$ cat config.mk
export PLATFORM = sky130hd
export DESIGN_NAME = circ_queue
export DESIGN_NICKNAME = d
export VERILOG_FILES = /design/src/hdl/circ_pkg.sv /design/src/hdl/circ_queue.sv
export SDC_FILE = /design/constraint.sdc
export NUM_CORES = 1
export LEC_CHECK = 0
export BUFFER_PORTS_ARGS = -buffer_cell sky130_fd_sc_hd__buf_2
export CORE_MARGIN = 1
export CORE_UTILIZATION = 57
export DETAILED_ROUTE_END_ITERATION = 10
export HOLD_SLACK_MARGIN = 0.1
export PLACE_DENSITY = 0.86
export SLEW_MARGIN = 20
export SYNTH_ARGS = -nofsm -noshare
export SYNTH_HDL_FRONTEND = slang
export SYNTH_SLANG_ARGS = --single-unit
$ cat constraint.sdc
create_clock -name i_clk -period 9.1 [get_ports i_clk]
set_input_delay 0 -clock i_clk [delete_from_list [all_inputs] [get_ports i_clk]]
set_output_delay 0 -clock i_clk [all_outputs]
set_load 0.02 [all_outputs]
$ cat src/hdl/circ_pkg.sv
// Shared widths, types and register map of the circumcircle block.
`timescale 1ns / 1ps

package circ_pkg;

    // Coordinate format and threshold.
    localparam int COORD_W    = 24;
    localparam int FRAC_W     = 8;
    localparam int THR_W      = 16;
    localparam int THR_UNIT_W = 16;

    // Front widths.
    localparam int DIFF_W = COORD_W + 1;
    localparam int PROD_W = 2 * DIFF_W;
    localparam int DET_W  = PROD_W + 1;
    localparam int SQ_W   = 2 * DIFF_W;
    localparam int CMP_W  = DET_W + THR_UNIT_W;

    // Numerator widths: a square sum is split into two halves for the multipliers.
    localparam int HALF_W = SQ_W / 2;
    localparam int PP_W   = DIFF_W + HALF_W + 1;
    localparam int NUM_W  = DIFF_W + SQ_W + 1;

    // Divider widths.
    localparam int N_W       = NUM_W + 1;
    localparam int D_W       = DET_W + 1;
    localparam int CLAMP_SH  = 40;
    localparam int Q_W       = CLAMP_SH + 1;
    localparam int REM_W     = D_W + 1;
    localparam int NHI_W     = N_W - Q_W;
    localparam int DIV_LAT   = Q_W;

    // Centre and radius widths.
    localparam int U_W    = Q_W + 1;
    localparam int SUM_W  = U_W + 1;
    localparam int SQR_W  = 2 * COORD_W;
    localparam int S_W    = SQR_W + 1;
    localparam int ROOT_W = (S_W + 1) / 2;
    localparam int RR_W   = ROOT_W + 3;
    localparam int RAD_W  = ROOT_W + 1;
    localparam int ROOT_LAT = ROOT_W;

    // Queue between front and back.
    localparam int QUEUE_DEPTH = 4;
    localparam int QPTR_W      = $clog2(QUEUE_DEPTH);

    // Configuration port.
    localparam int ADDR_W = 3;
    localparam int DATA_W = 32;
    localparam logic [ADDR_W-3:0] REG_COLL_THR = '0;
    localparam logic [THR_W-1:0]  THR_RESET    = 16'd1;

    typedef struct packed {
        logic [COORD_W-1:0] x1;
        logic [COORD_W-1:0] y1;
        logic [DIFF_W-1:0]  ax;
        logic [DIFF_W-1:0]  ay;
        logic [DIFF_W-1:0]  bx;
        logic [DIFF_W-1:0]  by;
    } t_geo;

    typedef struct packed {
        t_geo             geo;
        logic             det_neg;
        logic [DET_W-1:0] det_abs;
        logic [SQ_W-1:0]  sa;
        logic [SQ_W-1:0]  sb;
        logic             coll;
    } t_item;

    typedef struct packed {
        logic full;
        logic empty;
    } t_q_status;

endpackage

$ cat src/hdl/circ_queue.sv
// Short queue of classified items between the front and the back.
`timescale 1ns / 1ps

module circ_queue import circ_pkg::*; (
    input  logic      i_clk,
    input  logic      i_rst_n,
    input  logic      i_push,
    input  t_item     i_item,
    input  logic      i_pop,
    output t_item     o_item,
    output t_q_status o_status
);

    t_item             r_mem [QUEUE_DEPTH];
    logic [QPTR_W-1:0] r_wr, r_rd;
    logic [QPTR_W:0]   r_count, n_count;

    always_comb begin
        case ({i_push, i_pop})
            2'b10:   n_count = r_count + 1'b1;
            2'b01:   n_count = r_count - 1'b1;
            default: n_count = r_count;
        endcase
    end

    always_ff @(posedge i_clk) begin
        if (!i_rst_n) begin
            r_wr    <= '0;
            r_rd    <= '0;
            r_count <= '0;
        end else begin
            if (i_push) begin
                r_wr <= r_wr + 1'b1;
            end
            if (i_pop) begin
                r_rd <= r_rd + 1'b1;
            end
            r_count <= n_count;
        end
    end

    always_ff @(posedge i_clk) begin
        if (i_push) begin
            r_mem[r_wr] <= i_item;
        end
    end

    assign o_item         = r_mem[r_rd];
    assign o_status.full  = (r_count == (QPTR_W + 1)'(QUEUE_DEPTH));
    assign o_status.empty = (r_count == '0);

endmodule

==> metrics.txt, run 1 <==
outcome finished clean; CP endpoint r_mem[3][284]; Compound-Gate Fraction of Synth Area 0.0396%; IO buf count between 600 and 700; Worst EP required roughly 9400 ps; post-cts repair resize count 0; Tot GR Track Use between 30% and 40%; core footprint 76300 um2; simple-gate area share of the yosys netlist less than 1%; CTS buffer count ~110; Logic pwr share about 12%; Critical Path End Type flop; Final Slew Violations 0; main combinational cell family by area after synthesis multiplexers; vias in the first global route roughly 26000; worst slack, placed between 5000 and 6000 ps; Final Hold Viols 0; post-synthesis cell type count 22; number of detailed-route iterations in the first pass 5; post-synthesis mux area share 15.4%; Setup Viol. Count Final 0; yosys warns 0; crit start category flop; Hold WC Path Type input port to flop; WL/cell 31.2 um; Fmax between 0.2 and 0.3 GHz; Gate Count Post-Synth 1618; worst skew pair latency approximately 690 ps; final net count around 3100; vias per cell approximately 6.1; Clk pwr share 37.2%; Layout Cells excl Fill between 3000 and 4000; sequential share of the synthesized area 82.2%; P per Cell Area 227 nW/um2; post-layout util around three quarters; Synth Area in Adders 0.187%; Internal Power about 10 mW; Avg Inst Size Synth 27.3 um2; Mapped Area 44200 um2; Area Overhead vs Synth 28.8%; vias 24200; initial core utilization 57.9%; I/O pins a little over 600; Worst EP arrival ~3700 ps; Switching Share between 20 and 25%; H-tree levels 3; Leakage 19.4 nW; Tcrit/Tclk final around 38%; largest net degree at the start of global routing ~160; clock skew about 57 ps; post-route ant nets 0; reg-to-reg slack, setup around 5700 ps; clk slew on worst S/H paths approximately 70 ps; crit path max fanout 67; Max IR drop VDD between 0.2 and 0.25 mV; share of cells above drive strength 1 37.7%; CP Class flop to flop; #FFs+latches synth ~1200; clk root buf clkbuf_16; R2R Path Start r_wr[0]; post-route setup slack roughly 5700 ps; initial antenna violation count 15; first-pass GRT wire length roughly 180 mm; hpwl dp roughly 56 mm; Synthesized Nets ~1900; First DRT Iteration DRCs 2598; area of the die just under 80000 um2; post-layout minimum cycle time 3450 ps; CP startpoint r_wr[0]; slew at the pin with the worst max-slew slack about 1300 ps; global route overflow 0; Die H 280 um; die width around 280 um; Rows slightly above 100; Max-slew headroom 10.1%; switching pwr 3.19 mW; maxcap violations 0; RePlAce Congestion ~0.78; sum of negative setup slack 0 ps; clk buf depth 3; sequential share of power 50.5%; reg2reg end r_mem[3][284]; XOR/XNOR Fraction of Synth Area less than 1%; drt total wl 123 mm; DR DRC count 0; dpl cells 3206; CTS tree built; worst r2r path cells 4; RSZ-0062 raised after global routing false; clock sinks 1213
## layout make-up
type	count	area (um2)
Inverter	6	22.5
Tap cell	1030	1290
Clock buffer	146	3060
Antenna cell	17	42.5
Multi-Input combinational cell	332	7040
Sequential cell	1213	36300
Fill cell	3759	19400
Clock inverter	64	664
Timing Repair Buffer	1147	8500
## per-stage QoR
| step | hold slack (ps) | total power [mW] | area (um2) |
|---|---|---|---|
| 6_report | 131 | 12.9 | 57000 |
| 5_1_grt | 101 | 13.2 | 56900 |
| 4_1_cts | 100 | 12.8 | 56900 |
| 3_5_place_dp | 215 | 7.95 | 48000 |
| 3_3_place_gp | 208 | 7.89 | 48000 |
| 2_1_floorplan | 98.9 | 7.55 | 44200 |
## cell usage after synthesis (all sizes together)
cell | count | share of area [%]
a21boi | 1 | 0.017
and2 | 10 | 0.14
and3 | 1 | 0.014
buf | 63 | 1.8
clkbuf | 4 | 0.034
dfxtp | 9 | 0.41
edfxtp | 1204 | 82
fa | 1 | 0.045
ha | 5 | 0.14
inv | 6 | 0.051
mux2i | 1 | 0.023
mux4 | 301 | 15
nand2 | 2 | 0.017
nor2b | 1 | 0.014
nor3 | 1 | 0.011
o21ai | 2 | 0.023
or3 | 1 | 0.014
xnor2 | 2 | 0.040
xor2 | 3 | 0.059
## how the worst min path moves through the flow
stage / cells past startpoint / slack, ps / end / startpoint
after detailed placement: 1 / 210 / r_mem[3][186] / i_item[186]
after CTS: 2 / 100 / r_mem[3][36] / i_item[36]
final: 2 / 130 / r_mem[0][226] / i_item[226]
after global placement: 1 / 210 / r_mem[2][25] / i_item[25]
after floorplan: 0 / 100 / r_mem[0][0] / i_item[0]
after global routing: 2 / 100 / r_mem[2][138] / i_item[138]
## routing by layer
layer / vias to the layer above / track usage, % / routed length (um)
met5: - / 0 / 37
met4: 6 / 14.7 / 6320
met3: 382 / 7.46 / 12000
met2: 1870 / 55.8 / 65400
met1: 12400 / 35.6 / 39500
li1: 9462 / - / -
## state kept, by name (all words and copies together), names as in the netlist, named ones only
signal	cells
r_count	3
r_rd	2
r_wr	2
r_mem	1204
## cells in the final DEF, fill, tap and decap left out, types with 3 or more instances in the layout
cell / synthesis / routed
edfxtp_1: 1204 / 1204
inv_1: 6 / 6
buf_2: 29 / 607
mux4_2: 301 / 301
and2_1: 10 / 6
clkbuf_16: 0 / 116
ha_1: 5 / 5
buf_4: 1 / 11
and2_4: 0 / 4
dfxtp_1: 9 / 7
buf_12: 32 / 7
bufinv_16: 0 / 10
xor2_1: 3 / 3
diode_2: 0 / 17
clkbuf_8: 0 / 4
dlygate4sd3_1: 0 / 521
clkinvlp_4: 0 / 3
clkinv_16: 0 / 4
clkinv_2: 0 / 22
clkbuf_1: 4 / 26
clkinv_1: 0 / 22
## power by group through the flow
stage               logic (mW)  clock network (mW)  registers [mW]
finish                    1.59                4.82            6.54
global route              1.65                5.04            6.55
CTS                       1.53                4.73            6.53
detailed placement        1.32                   0            6.63
global placement          1.28                   0            6.60
floorplan                0.892                   0            6.66
## cell families (layout without fill, tap and decap cells)
family / after synthesis / count (layout)
adder cells (fa/ha/maj): 6 / 6
multiplexers: 302 / 302
flip-flops: 1213 / 1213
XOR/XNOR: 5 / 5
AND/OR/NAND/NOR: 16 / 16
AO/OA/AOI/OAI: 3 / 3
other: 0 / 17
buffers and inverters: 73 / 1363
## critical path, cell delays in order, from the launching register on
cell     delay, ps
dfxtp_1        460
ha_1           230
and2_4         490
buf_4          780
buf_4          900
## timing repair
action / CTS / global route
endpoints found under the hold margin: 1292 / 4
setup buffers: 0 / 0
hold buffers: 519 / 2
No activity file was read; power rests on OpenSTA's default activity.
==> inputs of run 2 (changes only) <==
--- a/config.mk
+++ b/config.mk
@@ -7,10 +7,10 @@
 export LEC_CHECK = 0
 export BUFFER_PORTS_ARGS = -buffer_cell sky130_fd_sc_hd__buf_2
 export CORE_MARGIN = 1
-export CORE_UTILIZATION = 57
+export CORE_UTILIZATION = 51
 export DETAILED_ROUTE_END_ITERATION = 10
 export HOLD_SLACK_MARGIN = 0.1
-export PLACE_DENSITY = 0.86
+export PLACE_DENSITY = 0.82
 export SLEW_MARGIN = 20
 export SYNTH_ARGS = -nofsm -noshare
 export SYNTH_HDL_FRONTEND = slang
==> constraint.sdc (replaced) <==
create_clock -name i_clk -period 2.9 [get_ports i_clk]
set_input_delay 0 -clock i_clk [delete_from_list [all_inputs] [get_ports i_clk]]
set_output_delay 0 -clock i_clk [all_outputs]
set_load 0.02 [all_outputs]
==> run 2 against run 1 <==
Non-clock buffer count rose by 84. Sequential power rose to 3.1 times the previous value. Wire length is 6.2% lower. Die area up 12%. Clock skew down 13 ps. Clock power rose to 3.2 times the previous value. Via count decreased by 2.4%. First-iteration DRC count decreased by 22%. Total power grew to 3.1 times the previous value. Final cell count grew 4.8%. Flip-flop and latch count unchanged. Critical path type is now flop to output port. Critical endpoint is now o_item[169]. Largest power group unchanged. Highest routed layer unchanged.
==> metrics.txt, run 2 (synthesis gave the netlist of run 1 again) <==
DR DRC count 0 (unchanged); multi-input logic area 7040 um2 (unchanged); post-layout minimum cycle time between 2000 and 3000 ps; most common cell after layout, fill and taps aside edfxtp_1 (unchanged); Worst EP required 2900 ps (was 9370 ps); commonest non-fill, non-tap cells in the layout edfxtp_1 (1204), buf_2 (607), dlygate4sd3_1 (583) (was edfxtp_1 (1204), buf_2 (607), dlygate4sd3_1 (521)); RSZ-0062 raised after global routing false (unchanged); drt total wl 116 mm (was 123 mm); Final Hold Viols 0 (unchanged); max reg flops 1204 (unchanged); first-pass GRT wire length 162 mm (was 175 mm); crit-path max cell delay 650 ps (was 900 ps); vias 23600 (was 24200); Area Overhead vs Synth 31.5% (was 28.8%); Critical Path End Type output port (was flop); switching pwr 9.75 mW (was 3.19 mW); largest net degree at the start of global routing 108 (was 157); Post-CTS Setup Bufs 0 (unchanged); CP Buf/Inv Count 2 (unchanged); First DRT Iteration DRCs 2028 (was 2598); vias in the first global route 25300 (was 25900); Max IR drop VDD 0.699 mV (was 0.213 mV); Finished Cell Area 58100 um2 (was 57000 um2); Tcrit/Tclk final between 90% and 100%; Layout Cells excl Fill 4146 (was 3955); WL/cell 27.9 um (was 31.2 um); Die H 296 um (was 280 um); P per Cell Area 699 nW/um2 (was 227 nW/um2); initial core utilization 51.7% (was 57.9%); global route overflow 0 (unchanged); area of the die 87900 um2 (was 78700 um2); H-tree levels 3 (unchanged); Slowest-stage cell, CP mux4_2 (was buf_4); Fmax ~0.38 GHz; Worst EP arrival 2660 ps (was 3720 ps); CTS tree built (unchanged); placed cell area 48500 um2 (was 48000 um2); Switching Share 24.0% (was 24.6%); hold_sp i_item[40] (was i_item[226]); crit start category flop (unchanged); post-layout util 67.9% (was 74.6%); CP Class flop to output port (was flop to flop); crit path max fanout 31 (was 67); maxcap violations 0 (unchanged); initial antenna violation count 19 (was 15); clk slew on worst S/H paths 60 ps (was 70 ps); worst skew pair latency 710 ps (was 690 ps); post-cts repair resize count 0 (unchanged); final net count 3208 (was 3124); die width 296 um (was 280 um); I/O pins 608 (unchanged); sequential share of power 50.3% (was 50.5%); clk root buf clkbuf_16 (unchanged); Internal Power 30.9 mW (was 9.76 mW); Final Slew Violations 0 (unchanged); Largest regs r_mem: 1204 flops, r_count: 3 flops (unchanged); largest register by flop count r_mem (unchanged); share of cells above drive strength 1 37.8% (was 37.7%); outcome finished clean (unchanged); Logic pwr share 12.4% (was 12.3%); Tot GR Track Use 25.7% (was 31.3%); clock sinks 1213 (unchanged); CTS buffer count 113 (unchanged); Cell Chain, Critical Path buf_4, mux4_2, buf_2 (was ha_1, and2_4, buf_4, buf_4); sequential cell area 36300 um2 (about the same); Setup Viol. Count Final 0 (unchanged); Clk pwr share 37.3% (was 37.2%); Rows 107 (was 101); Leakage 19.9 nW (was 19.4 nW); # fillers 4925 (was 3759); IO buf count 607 (unchanged); R2R Path Start r_wr[1] (was r_wr[0]); number of detailed-route iterations in the first pass 5 (unchanged); core footprint 85500 um2 (was 76300 um2); post-route ant nets 0 (unchanged); dpl cells 3343 (was 3206); Hold WC Path Type input port to flop (unchanged); hpwl dp 57.5 mm (was 56.4 mm); RePlAce Congestion 0.761 (was 0.778); clk buf depth 3 (unchanged); Max-slew headroom 53.6% (was 10.1%); slew at the pin with the worst max-slew slack 696 ps (was 1350 ps); vias per cell 5.69 (was 6.11); CP top delay family buffers and inverters (unchanged); clock skew 44.0 ps (was 56.7 ps)
[run 2: power groups by stage]
stage | sequential [mW] | combinational, mW | clock, mW
2_1_floorplan | 20.7 | 2.80 | 0
3_3_place_gp | 20.7 | 4.15 | 0
3_5_place_dp | 20.7 | 4.25 | 0
4_1_cts | 20.4 | 4.95 | 15.1
5_1_grt | 20.5 | 5.28 | 15.9
6_report | 20.4 | 5.04 | 15.2
[run 2: worst paths after layout]
check,end,slack (ps),depth (start not counted)
hold / removal,r_mem[2][40],130,2
hold reg to reg,r_wr[1],560,2
setup reg to reg,r_mem[1][228],960,4
setup / recovery,o_item[169],240,3
[run 2: area by class of cell]
cell class | count | area share [%]
antenna | 12 | 0.0517
clock buffer | 132 | 5.02
clock inverter | 76 | 1.42
inverter | 6 | 0.0387
multi-input combinational | 332 | 12.1
sequential | 1213 | 62.5
tap | 1144 | 2.46
timing repair buffer | 1231 | 16.4
[run 2: repair_timing]
action,CTS,global route
hold endpoints to repair,1243,0
hold buffers,583,0
endpoints found under the setup margin,0,0
[run 2: metrics by stage]
stage	power (mW)	setup slack [ps]	hold WS (ps)	setup TNS, ps
after global routing	41.7	66.2	108	0
after CTS	40.4	132	104	0
final	40.7	242	131	0
after global placement	24.8	904	208	0
after detailed placement	25.0	898	216	0
after floorplan	23.5	-148	98.9	-170340
[run 2: per-layer routing]
metal  track usage, %  vias up  wire length [um]
li1                 -     9638                 -
met1             29.6    12200             38700
met2             45.4     1426             61300
met3             6.96      290             11000
met4             10.4       14              4650
met5                0        -                95
==> inputs of run 3 (changes only) <==
--- a/config.mk
+++ b/config.mk
@@ -7,10 +7,10 @@
 export LEC_CHECK = 0
 export BUFFER_PORTS_ARGS = -buffer_cell sky130_fd_sc_hd__buf_2
 export CORE_MARGIN = 1
-export CORE_UTILIZATION = 51
+export CORE_UTILIZATION = 60
 export DETAILED_ROUTE_END_ITERATION = 10
 export HOLD_SLACK_MARGIN = 0.1
-export PLACE_DENSITY = 0.82
+export PLACE_DENSITY = 0.9
 export SLEW_MARGIN = 20
 export SYNTH_ARGS = -nofsm -noshare
 export SYNTH_HDL_FRONTEND = slang
==> constraint.sdc (replaced) <==
create_clock -name i_clk -period 3.4 [get_ports i_clk]
set_input_delay 0 -clock i_clk [delete_from_list [all_inputs] [get_ports i_clk]]
set_output_delay 0 -clock i_clk [all_outputs]
set_load 0.02 [all_outputs]
==> run 3 against run 2 <==
Flip-flop and latch count unchanged. Global-route usage grew 8.5 points. Die area down 15%. Via count up 5.2%. Sequential power down 14%. Critical path depth is the same. Total power decreased by 15%. Clock-buffer cell count is 6 higher. Final cell count decreased by 6.1%. Register-to-register slack improved by 260 ps.
==> metrics.txt, run 3 (synthesis gave the netlist of run 1 again) <==
outcome finished clean (unchanged); RSZ-0062 raised after global routing false (unchanged); clock skew 60.3 ps (was 44.0 ps); vias in the first global route 26200 (was 25300); Final Slew Violations 0 (unchanged); global route overflow 0 (unchanged); CP Buf/Inv Count 2 (unchanged); I/O pins 608 (unchanged); crit start category flop (unchanged); clock sinks 1213 (unchanged); post-layout minimum cycle time ~2700 ps; Fmax about 0.38 GHz; drt total wl 128 mm (was 116 mm); die width 273 um (was 296 um); Setup Viol. Count Final 0 (unchanged); vias 24800 (was 23600); max reg flops 1204 (unchanged); Largest regs r_mem: 1204 flops, r_count: 3 flops (unchanged); Leakage 19.5 nW (was 19.9 nW); DR DRC count 0 (unchanged); CP top delay family flip-flops (was buffers and inverters); largest net degree at the start of global routing 90 (was 108); Area Overhead vs Synth 29.0% (was 31.5%); Layout Cells excl Fill 3895 (was 4146); crit-path max cell delay 820 ps (was 650 ps); Slowest-stage cell, CP dfxtp_4 (was mux4_2); clk root buf clkbuf_16 (unchanged); clk slew on worst S/H paths 60 ps (about the same); First DRT Iteration DRCs 2966 (was 2028); Max-slew headroom 51.5% (was 53.6%); share of cells above drive strength 1 38.5% (was 37.8%); Die H 273 um (was 296 um); slew at the pin with the worst max-slew slack 728 ps (was 696 ps); initial antenna violation count 10 (was 19); post-route ant nets 0 (unchanged); Tot GR Track Use 34.2% (was 25.7%); Rows 99 (was 107); IO buf count 607 (unchanged); commonest non-fill, non-tap cells in the layout edfxtp_1 (1204), buf_2 (607), dlygate4sd3_1 (506) (was edfxtp_1 (1204), buf_2 (607), dlygate4sd3_1 (583)); Critical Path End Type output port (unchanged); largest register by flop count r_mem (unchanged); worst skew pair latency 700 ps (was 710 ps); WL/cell 32.8 um (was 27.9 um); Max IR drop VDD 0.626 mV (was 0.699 mV); maxcap violations 0 (unchanged); clk buf depth 3 (unchanged); CTS tree built (unchanged); H-tree levels 3 (unchanged); P per Cell Area 603 nW/um2 (was 699 nW/um2); most common cell after layout, fill and taps aside edfxtp_1 (unchanged); total power 34.4 mW (was 40.7 mW); number of detailed-route iterations in the first pass 6 (was 5); sum of negative setup slack 0 ps (unchanged); Finished Cell Area 57000 um2 (was 58100 um2); final net count 3146 (was 3208); crit path max fanout 35 (was 31); Final Hold Viols 0 (unchanged); RePlAce Congestion 0.796 (was 0.761); CTS buffer count 110 (was 113); first-pass GRT wire length 181 mm (was 162 mm); hpwl dp 60.8 mm (was 57.5 mm); initial core utilization 60.6% (was 51.7%); CP Class flop to output port (unchanged); area of the die 74800 um2 (was 87900 um2); dpl cells 3176 (was 3343); Hold WC Path Type input port to flop (unchanged); core footprint 73000 um2 (was 85500 um2); Tcrit/Tclk final about 78%; Worst EP required 3400 ps (was 2900 ps); vias per cell 6.37 (was 5.69); placed cell area 48400 um2 (was 48500 um2); Worst EP arrival 2650 ps (was 2660 ps); Cell Chain, Critical Path buf_4, mux4_2, buf_2 (unchanged)
-- run 3: cell types whose count changed in the layout (fill, tap and decap cells not counted), sizes merged --
cell         delta
dlygate4sd3    -77
buf            +18
clkbuf          +6
bufinv          -5
diode           -4
inv             -4
-- run 3: path summary, 6_finish.rpt --
| check | startpoint | end | slack, ps | cells after the start |
|---|---|---|---|---|
| max | flop | o_item[152] | 750 | 3 |
| min | i_item[247] | r_mem[2][247] | 100 | 2 |
| max reg2reg | r_wr[1] | r_mem[1][265] | 1220 | 4 |
| min reg2reg | r_rd[1] | flop | 610 | 2 |
-- run 3: metal layers --
metal / track usage (%) / vias up / part of all wire, %
li1: - / 9514 / -
met1: 39.2 / 12600 / 31
met2: 60.0 / 2198 / 53
met3: 7.42 / 483 / 9.8
met4: 18.3 / 10 / 6.0
met5: 0.385 / - / 0.073
-- run 3: power breakdown --
group | switching (mW) | internal (mW) | total (mW)
logic | 2.56 | 1.81 | 4.37
clock network | 5.67 | 6.87 | 12.5
registers | 0.293 | 17.2 | 17.5
total | 8.52 | 25.9 | 34.4
-- run 3: cell type report --
class	count	area [um2]
sequential	1213	36300
fill	3233	15900
timing repair buffer	1172	8820
multi-input combinational	332	7040
clock buffer	138	2920
tap	959	1200
clock inverter	67	662
inverter	6	22.5
antenna	8	20.0
-- run 3: per-stage QoR --
step / utilization, % / hold WS, ps / setup slack [ps]
6_report: 78.2 / 99.0 / 748
5_1_grt: 78.1 / 106 / 679
4_1_cts: 78.1 / 100 / 682
3_5_place_dp: 66.3 / 215 / 1270
3_3_place_gp: 66.3 / 209 / 1300
2_1_floorplan: - / 98.9 / 318
-- run 3: what timing repair did --
action                                  CTS  global route
hold buffers                            505             1
endpoints found under the hold margin  1295             1
setup buffers                             0             0
gates resized for setup                   0             0
-- run 3: worst reg2reg max path, cell delays in order (launching register included) --
cell and delay, ps:
dfxtp_1 350, inv_1 100, ha_1 150, and2_4 590
buf_4 600
